`src/rtl/pspdt_pkg.sv`:
```
// Package for the Proth small-prime divisibility test core.
// Holds the item structs, the sequencer state type and the width constants.
// No dependencies.
package pspdt_pkg;

   localparam int PRIME_BITS = 15;
   localparam int K_W        = 64;
   localparam int N_W        = 32;
   localparam int P_W        = 15;
   localparam int MUL_W      = 16;

   localparam logic [P_W-1:0] PRIME_MASK = P_W'((1 << PRIME_BITS) - 1);

   typedef struct packed {
      logic [K_W-1:0] multiplier;
      logic [N_W-1:0] exponent;
      logic [P_W-1:0] prime;
   } req_type;

   typedef struct packed {
      logic           divides;
      logic [P_W-1:0] inverse_power;
   } rsp_type;

   typedef enum logic [3:0] {
      ST_IDLE,
      ST_KMOD,
      ST_NS_PX,
      ST_NS_XD,
      ST_NS_UPD,
      ST_NORM,
      ST_SEED,
      ST_SQ_T,
      ST_SQ_M,
      ST_SQ_P,
      ST_SQ_SUM,
      ST_HALF,
      ST_FIN
   } state_type;

endpackage

```
`src/rtl/proth_small_prime_divisibility_test_core.sv`:
```
// Proth small-prime divisibility test core: 2^-N mod p by Montgomery power,
// negated when plus_form is 1, compared against K mod p. One shared 16x16
// multiplier is used under a sequencer. Depends on pspdt_pkg.
//
//   channel | ports                          | item
//   --------+--------------------------------+----------------------------------
//   request | req_valid, req_stall, req_item | multiplier, exponent, prime
//   result  | rsp_valid, rsp_stall, rsp_item | divides, inverse_power
//   config  | csr_valid, csr_ready, csr_data | plus_form
//
// One item at a time: the core reduces K mod p, derives -p^-1 mod 2^16, finds
// the top exponent bit, builds the seed, runs a Montgomery square per lower
// exponent bit (and a halving where it is set), then the exit REDC, and loads
// the result before the next item is accepted.
// Reset is synchronous and sets plus_form to 1. A result waits in the output
// register under rsp_stall while the next item is already accepted.
module proth_small_prime_divisibility_test_core (
   input  logic                clock,
   input  logic                reset,
   input  logic                req_valid,
   output logic                req_stall,
   input  pspdt_pkg::req_type  req_item,
   output logic                rsp_valid,
   input  logic                rsp_stall,
   output pspdt_pkg::rsp_type  rsp_item,
   input  logic                csr_valid,
   output logic                csr_ready,
   input  logic                csr_data
);

   pspdt_pkg::state_type state_ff, state_in;

   logic [pspdt_pkg::K_W-1:0]   k_ff, k_in;
   logic [pspdt_pkg::N_W-1:0]   nsh_ff, nsh_in;
   logic [pspdt_pkg::P_W-1:0]   p_ff, p_in;
   logic                        bad_ff, bad_in;
   logic                        small_ff, small_in;
   logic [pspdt_pkg::P_W-1:0]   kmod_ff, kmod_in;
   logic [5:0]                  kcnt_ff, kcnt_in;
   logic [pspdt_pkg::MUL_W-1:0] x_ff, x_in;
   logic                        iter_ff, iter_in;
   logic [pspdt_pkg::MUL_W-1:0] ns_ff, ns_in;
   logic [4:0]                  cnt_ff, cnt_in;
   logic [4:0]                  dbl_ff, dbl_in;
   logic [pspdt_pkg::P_W-1:0]   r_ff, r_in;
   logic [2*pspdt_pkg::MUL_W-1:0] t_ff, t_in;
   logic [2*pspdt_pkg::MUL_W-1:0] prod_ff, prod_in;
   logic                        final_ff, final_in;
   logic                        rsp_valid_ff, rsp_valid_in;
   pspdt_pkg::rsp_type          rsp_item_ff, rsp_item_in;
   logic                        plus_form_ff;

   logic [pspdt_pkg::MUL_W-1:0] mul_a, mul_b;
   logic [pspdt_pkg::MUL_W-1:0] rem2, dbl2, tp, half_sum;
   logic [pspdt_pkg::MUL_W:0]   u_sum;
   logic [pspdt_pkg::P_W-1:0]   p_req, v_out;

   assign req_stall = (state_ff != pspdt_pkg::ST_IDLE);
   assign rsp_valid = rsp_valid_ff;
   assign rsp_item  = rsp_item_ff;
   assign csr_ready = 1'b1;
   assign p_req     = req_item.prime & pspdt_pkg::PRIME_MASK;
   assign prod_in   = (2*pspdt_pkg::MUL_W)'(mul_a) * (2*pspdt_pkg::MUL_W)'(mul_b);

   always_ff @(posedge clock) begin
      if (reset) begin
         state_ff     <= pspdt_pkg::ST_IDLE;
         rsp_valid_ff <= 1'b0;
         plus_form_ff <= 1'b1;
      end else begin
         state_ff     <= state_in;
         rsp_valid_ff <= rsp_valid_in;
         if (csr_valid && csr_ready) begin
            plus_form_ff <= csr_data;
         end
      end
   end

   always_ff @(posedge clock) begin
      k_ff        <= k_in;
      nsh_ff      <= nsh_in;
      p_ff        <= p_in;
      bad_ff      <= bad_in;
      small_ff    <= small_in;
      kmod_ff     <= kmod_in;
      kcnt_ff     <= kcnt_in;
      x_ff        <= x_in;
      iter_ff     <= iter_in;
      ns_ff       <= ns_in;
      cnt_ff      <= cnt_in;
      dbl_ff      <= dbl_in;
      r_ff        <= r_in;
      t_ff        <= t_in;
      prod_ff     <= prod_in;
      final_ff    <= final_in;
      rsp_item_ff <= rsp_item_in;
   end

   always_comb begin
      state_in     = state_ff;
      k_in         = k_ff;
      nsh_in       = nsh_ff;
      p_in         = p_ff;
      bad_in       = bad_ff;
      small_in     = small_ff;
      kmod_in      = kmod_ff;
      kcnt_in      = kcnt_ff;
      x_in         = x_ff;
      iter_in      = iter_ff;
      ns_in        = ns_ff;
      cnt_in       = cnt_ff;
      dbl_in       = dbl_ff;
      r_in         = r_ff;
      t_in         = t_ff;
      final_in     = final_ff;
      rsp_item_in  = rsp_item_ff;
      rsp_valid_in = rsp_valid_ff && rsp_stall;
      mul_a        = '0;
      mul_b        = '0;

      rem2     = {kmod_ff, k_ff[pspdt_pkg::K_W-1]};
      dbl2     = {r_ff, 1'b0};
      tp       = {1'b0, p_ff} + {p_ff, 1'b0};
      half_sum = {1'b0, r_ff} + (r_ff[0] ? {1'b0, p_ff} : '0);
      u_sum    = {1'b0, t_ff[31:16]} + {1'b0, prod_ff[31:16]}
                 + {16'd0, (t_ff[15:0] != 16'd0)};
      v_out    = plus_form_ff ? (p_ff - r_ff) : r_ff;

      unique case (state_ff)
         pspdt_pkg::ST_IDLE: begin
            if (req_valid) begin
               k_in     = req_item.multiplier;
               nsh_in   = req_item.exponent;
               p_in     = p_req;
               bad_in   = (p_req < 15'd3) || !p_req[0];
               small_in = (req_item.exponent < 32'd16);
               kmod_in  = '0;
               kcnt_in  = '0;
               r_in     = 15'd1;
               cnt_in   = 5'd28;
               state_in = ((p_req < 15'd3) || !p_req[0]) ? pspdt_pkg::ST_FIN
                                                          : pspdt_pkg::ST_KMOD;
            end
         end
         pspdt_pkg::ST_KMOD: begin
            kmod_in = (rem2 >= {1'b0, p_ff}) ? 15'(rem2 - {1'b0, p_ff}) : 15'(rem2);
            k_in    = {k_ff[pspdt_pkg::K_W-2:0], 1'b0};
            kcnt_in = kcnt_ff + 6'd1;
            if (kcnt_ff == 6'd63) begin
               x_in     = tp ^ 16'd2;
               iter_in  = 1'b0;
               state_in = pspdt_pkg::ST_NS_PX;
            end
         end
         pspdt_pkg::ST_NS_PX: begin
            mul_a    = {1'b0, p_ff};
            mul_b    = x_ff;
            state_in = pspdt_pkg::ST_NS_XD;
         end
         pspdt_pkg::ST_NS_XD: begin
            mul_a    = x_ff;
            mul_b    = 16'd2 - prod_ff[15:0];
            state_in = pspdt_pkg::ST_NS_UPD;
         end
         pspdt_pkg::ST_NS_UPD: begin
            x_in = prod_ff[15:0];
            if (iter_ff) begin
               ns_in    = 16'd0 - prod_ff[15:0];
               state_in = pspdt_pkg::ST_NORM;
            end else begin
               iter_in  = 1'b1;
               state_in = pspdt_pkg::ST_NS_PX;
            end
         end
         pspdt_pkg::ST_NORM: begin
            priority if (small_ff) begin
               dbl_in   = 5'd16 - {1'b0, nsh_ff[3:0]};
               cnt_in   = '0;
               state_in = pspdt_pkg::ST_SEED;
            end else if (nsh_ff[31]) begin
               dbl_in   = 5'd16 - {1'b0, nsh_ff[31:28]};
               state_in = pspdt_pkg::ST_SEED;
            end else begin
               nsh_in = {nsh_ff[30:0], 1'b0};
               cnt_in = cnt_ff - 5'd1;
            end
         end
         pspdt_pkg::ST_SEED: begin
            r_in   = (dbl2 >= {1'b0, p_ff}) ? 15'(dbl2 - {1'b0, p_ff}) : 15'(dbl2);
            dbl_in = dbl_ff - 5'd1;
            if (dbl_ff == 5'd1) begin
               final_in = (cnt_ff == 5'd0);
               state_in = pspdt_pkg::ST_SQ_T;
            end
         end
         pspdt_pkg::ST_SQ_T: begin
            mul_a    = {1'b0, r_ff};
            mul_b    = final_ff ? 16'd1 : {1'b0, r_ff};
            state_in = pspdt_pkg::ST_SQ_M;
         end
         pspdt_pkg::ST_SQ_M: begin
            t_in     = prod_ff;
            mul_a    = prod_ff[15:0];
            mul_b    = ns_ff;
            state_in = pspdt_pkg::ST_SQ_P;
         end
         pspdt_pkg::ST_SQ_P: begin
            mul_a    = prod_ff[15:0];
            mul_b    = {1'b0, p_ff};
            state_in = pspdt_pkg::ST_SQ_SUM;
         end
         pspdt_pkg::ST_SQ_SUM: begin
            r_in = (u_sum >= {2'b0, p_ff}) ? 15'(u_sum - {2'b0, p_ff}) : 15'(u_sum);
            if (final_ff) begin
               state_in = pspdt_pkg::ST_FIN;
            end else begin
               nsh_in   = {nsh_ff[30:0], 1'b0};
               cnt_in   = cnt_ff - 5'd1;
               final_in = (cnt_ff == 5'd1);
               state_in = nsh_ff[27] ? pspdt_pkg::ST_HALF : pspdt_pkg::ST_SQ_T;
            end
         end
         pspdt_pkg::ST_HALF: begin
            r_in     = half_sum[15:1];
            state_in = pspdt_pkg::ST_SQ_T;
         end
         pspdt_pkg::ST_FIN: begin
            if (!rsp_valid_ff || !rsp_stall) begin
               rsp_valid_in = 1'b1;
               if (bad_ff) begin
                  rsp_item_in.divides       = 1'b0;
                  rsp_item_in.inverse_power = '0;
               end else begin
                  rsp_item_in.divides       = (v_out == kmod_ff);
                  rsp_item_in.inverse_power = v_out;
               end
               state_in = pspdt_pkg::ST_IDLE;
            end
         end
         default: begin
            state_in = pspdt_pkg::ST_IDLE;
         end
      endcase
   end

endmodule
```
`config.mk`:
```
export PLATFORM = sky130hd
export DESIGN_NAME = proth_small_prime_divisibility_test_core
export DESIGN_NICKNAME = d
export VERILOG_FILES = /design/src/rtl/pspdt_pkg.sv /design/src/rtl/proth_small_prime_divisibility_test_core.sv
export SDC_FILE = /design/constraint.sdc
export NUM_CORES = 1
export LEC_CHECK = 0
export BUFFER_PORTS_ARGS = -buffer_cell sky130_fd_sc_hd__clkbuf_2
export CELL_PAD_IN_SITES_DETAIL_PLACEMENT = 2
export CELL_PAD_IN_SITES_GLOBAL_PLACEMENT = 2
export CORE_ASPECT_RATIO = 0.9
export CORE_MARGIN = 10
export CORE_UTILIZATION = 37
export DETAILED_ROUTE_END_ITERATION = 7
export PLACE_DENSITY_LB_ADDON = 0.1
export SLEW_MARGIN = 30
export SYNTH_ARGS = -nofsm -noshare
export SYNTH_HDL_FRONTEND = slang
export SYNTH_SLANG_ARGS = --single-unit
```
`constraint.sdc`:
```
create_clock -name clock -period 9 [get_ports clock]
set_input_delay 0.9 -clock clock [delete_from_list [all_inputs] [get_ports clock]]
set_output_delay 0.9 -clock clock [all_outputs]
set_load 0.005 [all_outputs]
```
### After elaboration in Yosys (flattened, before gate mapping)

Index checks and enable logic that the tools add are counted.

* register bits after elaboration: 279
* bits of input ports: 117
* output and inout bits: 19

* add/subtract/negate cells: 15
* multiply operators: 1
* $lt $le $gt $ge: 5
* equal/unequal tests: 25
* muxes and demuxes: 49
* bitwise logic cells: 1
* reductions and logical operators: 29

Operators with widths (number)
* 2-to-1 mux 32 bit: 4
* case mux 64 bit (2 select lines): 1
* 2-to-1 mux 15 bit: 8
* case mux 32 bit (3 select lines): 1
* case mux 16 bit (5 select lines): 1
* 2-to-1 mux 64 bit: 1
* case mux 16 bit (4 select lines): 1
* case mux 15 bit (4 select lines): 1
* subtractor 15 bit: 4
* case mux 4 bit (13 select lines): 1
* 2-to-1 mux 4 bit: 9
* greater-or-equal comparator 16 x 15 -> 1 bit: 2
* < comparator 32 x 5 -> 1 bit, second input constant: 1
* multiplier 16 x 16 -> 32 bit: 1
* case mux 16 bit (2 select lines): 1
* 2-to-1 mux 5 bit: 6
* case mux 15 bit (2 select lines): 1
* == test 4 bit, second input constant: 5
* adder 16 x 16 -> 17 bit: 1
* adder 17 x 1 -> 17 bit: 1
* greater-or-equal comparator 17 x 15 -> 1 bit: 1
* adder 15 x 15 -> 16 bit: 1
* adder 15 x 16 -> 16 bit: 1
* == test 4 x 3 -> 1 bit, second input constant: 4
* other kinds (35): 67

### Longest topological paths before layout

* depth in word-level cells: 5
* gate-level depth with buffers: 30
* mapped depth without buffers: 28

### Worst setup path before layout

OpenSTA, ideal clock, no wires.

* path kind: reg-to-reg
* start point: register state_ff[2]
* end point: register prod_ff[25] (netlist bit)
* data arrival time: 8.338 ns
* data required time: 8.928 ns
* path slack: 0.590 ns
* stages on the path, launching flop included: 25
* path buffers: 2
* cell sequence: dfxtp_1 > nand2b_1 > nor3_1 > clkbuf_1 > a222oi_1 > nand3_1 > clkbuf_1 > nand2_1 > fa_1 > inv_1 > fa_1 > fa_1 > fa_1 > fa_1 > fa_1 > ha_1 > a21o_1 > a21o_1 > a221oi_1 > o41ai_1 > a2111oi_2 > o21bai_1 > a21o_1 > a21oi_1 > xnor2_1

* word-level cells in the longest chain between the ends: 4
* elaborated cells on any way between the ends: 9
* classes of those cells: 1 x mul; 5 x eq/ne; 2 x mux; 1 x reduce/logical

RTL lines
* start, declared: RTL line proth_small_prime_divisibility_test_core.sv:31 `pspdt_pkg::state_type state_ff, state_in;`
* start signal, assigned: RTL line proth_small_prime_divisibility_test_core.sv:67 `state_ff <= pspdt_pkg::ST_IDLE;`
* start signal, assigned: RTL line proth_small_prime_divisibility_test_core.sv:71 `state_ff <= state_in;`
* == test 4 bit: RTL line proth_small_prime_divisibility_test_core.sv:129 `unique case (state_ff)`
* OR reduction 2 bit (no source line)
* case mux 16 bit (4 select lines): RTL line proth_small_prime_divisibility_test_core.sv:129
* multiplier 16 x 16 -> 32 bit *: RTL line proth_small_prime_divisibility_test_core.sv:63 `assign prod_in = (2*pspdt_pkg::MUL_W)'(mul_a) * (2*pspdt_pkg::MUL_W)'(mul_b);`
* via prod_in, one bit: RTL line proth_small_prime_divisibility_test_core.sv:47 `logic [2*pspdt_pkg::MUL_W-1:0] prod_ff, prod_in;`
* end signal, assigned: RTL line proth_small_prime_divisibility_test_core.sv:94 `prod_ff <= prod_in;`
* end, declared: RTL line proth_small_prime_divisibility_test_core.sv:47

The timed path passes the listed nets; every way through them passes the cells marked *.
A chain may end at the register's enable or synchronous reset.

### Worst setup path after layout

* start point: register state_ff[0]
* end point: register prod_ff[30] (netlist bit)

Same word-level chain as after synthesis.

==> summary.txt <==
Logic synthesis
  – Synth Area in Adders: 26.2%
  – Mux cell area share after synthesis: 1.02%
  – Syn Area/Cell: approximately 9.3 µm²
  – Simple-gate share of the synthesized area: between 15 and 20%
  – Synthesized Nets: between 3000 and 4000
  – Syn Std Cell Area: between 20000 and 30000 µm²
  – Top FF cell, synth: edfxtp_1
  – Xor/xnor cell area share of the yosys netlist: 5.40%
  – Compound-Gate Fraction of Synth Area: between 10 and 15%
  – Register area share after synthesis: just over 30%
  – Largest family of logic cells by synthesized area: adder cells
  – Async SR Flop Fraction: 0%
  – Post-Synthesis Cells: 2778
  – Yosys reg bits: 279
  – Number of synthesized flops with an enable pin: between 200 and 250
  – Cell variety after synth: 83
  – Synth warn: 0

Global route
  – Total GRT Usage: about a quarter
  – Number of global-route vias before repair: about 24000
  – Total global routing overflow: 0
  – Global-route wire length before repair: about 150000 µm
  – Initial antenna violation count: 3
  – Largest net degree at the start of global routing: 80

Placement
  – Placer Congestion: slightly below 0.9
  – Area after DPL: about 28000 µm²
  – PortBufs: approximately 130
  – Pre-CTS setup slack: approximately 0.2 ns
  – HPWL after detailed placement: approximately 76000 µm

STA
  – Rel. slew slack: between 30 and 40%
  – Final worst slack: between 0.4 and 0.5 ns
  – Setup TNS: 0 ns
  – Hold Fails Final Rpt: 0
  – Worst-margin pin slew: 0.960 ns
  – Period minus WS final: around 8.6 ns
  – Setup Skew: roughly 0.019 ns
  – F_max: ~0.12 GHz
  – Final Slew Violations: 0
  – RSZ-0062 raised after global routing: no
  – Final Setup Violations: 0
  – Fin crit share: approximately 95%

Clock network
  – Clock Latency Late Sink: about 0.55 ns
  – Number of clock sinks: around 280
  – Cts bufs inserted: 36
  – Clock transition at path regs: roughly 0.06 ns
  – CTS tree: yes
  – Buffer depth of the longest clock path: 3
  – Hold_buf cts: 0
  – Clock root cell: clkbuf_16
  – CTS HTree Levels: 2

Worst hold path
  – Worst min path class: reg -> reg

Worst setup path
  – Critical Path AT: a little over 9 ns
  – Worst path cell trace: nand2b_1 -> nor2_1 -> nand2_1 -> nand4_1 -> nand2_1 -> fa_1 -> fa_1 -> fa_1 -> inv_1 -> fa_1 -> fa_1 -> inv_1 -> fa_1 -> inv_1 -> ha_1 -> a21oi_1 -> nand2_1 -> a21oi_1 -> o31ai_1 -> a41oi_1 -> a21oi_1 -> o21a_1 -> nor2_1 -> xnor2_1
  – CP Max Fanout: 14
  – CP required: roughly 9.5 ns
  – Worst setup SP type: register
  – WS Path Type: reg -> reg
  – Most used cell along the critical path: fa_1
  – Slowest stage delay, CP: between 0.6 and 0.7 ns
  – CP endpoint kind: register
  – Critical path's slowest cell: dfxtp_1

Pwr
  – PwrDens: between 300 and 400 nW/µm²
  – P_leak: roughly 13 nW
  – Worst IR drop on VDD: approximately 0.15 mV

Flow run
  – Max cap viols: 0

Drt
  – First drt pass iteration count: 5
  – DRT iter0 DRCs: 1385
  – Post-Route WL: 96400 µm
  – Drc violations: 0
  – DRT antenna net count: 0
  – Vias/cell: 5.60
  – Vias: around 22000
  – Wirelength per Cell: approximately 25 µm

Cells and area
  – Area occupied by registers: approximately 8000 µm²
  – Final instance area: between 20000 and 30000 µm²
  – Fillers: between 7000 and 8000
  – Final net count: approximately 3400
  – Layout cells sized above 1: between 10 and 15%
  – Multi-input gate area in the final layout: 16400 µm²
  – Layout area overhead: 11.8%
  – Antenna diode count: 0

Floorplanning
  – Core area: roughly 69000 µm²
  – DIE AREA: 80700 µm²
  – Rows: 91
  – IO Pins: approximately 140
  – Initial Util: around 38%
  – Die extent in x: about 300 µm
  – Die Y-Extent: 271 µm

Run status
  – Status: complete, no violations
## power breakdown
group | switching, mW | internal (mW) | total, mW
clock | 0.617 | 0.761 | 1.38
combinational | 3.34 | 1.83 | 5.17
sequential | 0.463 | 2.12 | 2.59
## stage by stage
step	utilization [%]	std cells	hold slack (ns)	power (mW)
finish	42.0	3858	0.443	9.14
detailed placement	40.3	3792	0.427	7.68
floorplan	-	2778	0.406	5.92
CTS	41.9	3857	0.447	9.12
global route	42.0	3858	0.455	9.79
global placement	40.3	3792	0.422	7.43
## flip-flops by register name, summed over array words and instances, names as in the netlist, 6 cells and up
register  count
k_ff         64
nsh_ff       32
prod_ff      32
t_ff         32
ns_ff        16
rsp_item     16
x_ff         16
kmod_ff      15
p_ff         15
r_ff         15
kcnt_ff       6
## layer usage
layer  GRT usage (%)  vias up  routed length, µm
li1                -     9792                  -
met1            31.3    11200              43600
met2            38.5      471              44800
met3            4.56      130               5440
met4            6.13        2               2530
met5               0        -                 13
## layout make-up
type	count	share of cell area, %
multi-input cells	2092	56.7
flip-flops and latches	279	27.7
well taps	930	4.03
repair buffers	196	3.95
inverters	296	3.85
clock buffers	46	3.33
clock inverters	19	0.399
## cells in the mapped netlist (all sizes together) (6+ instances only)
cell      n  share of area (%)
nand2   437                6.4
inv     295                4.3
nor2    279                4.1
edfxtp  241                 28
ha      217                 11
fa      202                 16
a21oi   110                2.1
xnor2    97                3.3
clkbuf   95                1.4
o21ai    95                1.8
xor2     62                2.1
nor3     53                1.0
nand3    46               0.89
dfxtp    38                2.9
a21o     34               0.99
a22o     34                1.2
a22oi    34                1.0
nor2b    30               0.73
o21a     29               0.84
nor4     26               0.65
a211oi   23               0.72
mux2i    23               0.89
nand2b   22               0.53
and2     20               0.48
a31oi    18               0.44
buf      16               0.31
nand4    15               0.36
a221oi   14               0.60
o211ai   14               0.43
o21bai   14               0.41
a221o    13               0.50
o31ai    12               0.35
and4      9               0.31
a311o     7               0.27
and3      7               0.17
o22ai     7               0.19
or3       7               0.17
a21boi    6               0.22
a222oi    6               0.23
o31a      6               0.20
o41ai     6               0.23
## critical path: cells and delay by family (launching register included)
| family | cells | cell delay (ns) |
|---|---|---|
| flip-flops | 1 | 0.65 |
| AO/OA/AOI/OAI | 6 | 1.98 |
| adder cells (fa/ha/maj) | 7 | 3.47 |
| buffers and inverters | 3 | 0.16 |
| XOR/XNOR | 1 | 0.12 |
| AND/OR/NAND/NOR | 7 | 2.11 |
## repair_timing
item | 4_1_cts | 5_1_grt
setup buffers | 0 | 1
resized for setup | 0 | 8
setup endpoints to repair | 0 | 6
endpoints found under the hold margin | 0 | 0
## layout by cell type, fill, tap and decap left out, drive strengths merged, types with 9 or more instances in the layout
master | synthesis | final
o211ai | 14 | 14
a221oi | 14 | 14
inv | 295 | 298
nor2 | 279 | 279
o21a | 29 | 29
a21oi | 110 | 110
nor3 | 53 | 53
nor4 | 26 | 26
edfxtp | 241 | 241
o21bai | 14 | 14
and4 | 9 | 9
a221o | 13 | 13
fa | 202 | 202
nor2b | 30 | 30
nand2b | 22 | 22
a22oi | 34 | 34
xnor2 | 97 | 97
clkbuf | 95 | 180
buf | 16 | 62
nand4 | 15 | 15
o21ai | 95 | 95
nand2 | 437 | 437
ha | 217 | 217
o31ai | 12 | 12
and2 | 20 | 20
clkinv | 1 | 15
a22o | 34 | 34
dfxtp | 38 | 38
a211oi | 23 | 23
a21o | 34 | 34
a31oi | 18 | 18
nand3 | 46 | 46
xor2 | 62 | 62
mux2i | 23 | 23
## path summary, 6_finish.rpt
kind	from	end	slack [ns]	cells past startpoint
worst min-delay path	prod_ff[28]$_DFF_P_	t_ff[28]$_DFFE_PN_	0.44	0
worst max-delay path	state_ff[0]$_SDFFE_PP0P_	prod_ff[30]$_DFF_P_	0.43	24
worst max register to register	state_ff[0]$_SDFFE_PP0P_	prod_ff[30]$_DFF_P_	0.43	24
worst min register to register	prod_ff[28]$_DFF_P_	t_ff[28]$_DFFE_PN_	0.44	0
## logic make-up (layout without fill, tap and decap cells)
| family | count (synthesis) | count (layout) |
|---|---|---|
| flops | 279 | 279 |
| compound gates | 515 | 515 |
| fa+ha+maj | 419 | 419 |
| simple gates | 972 | 972 |
| mux | 26 | 26 |
| buf+inv | 407 | 557 |
| other cells | 1 | 1 |
| xor+xnor | 159 | 159 |
Note: power is estimated with default switching activity, not from simulation.
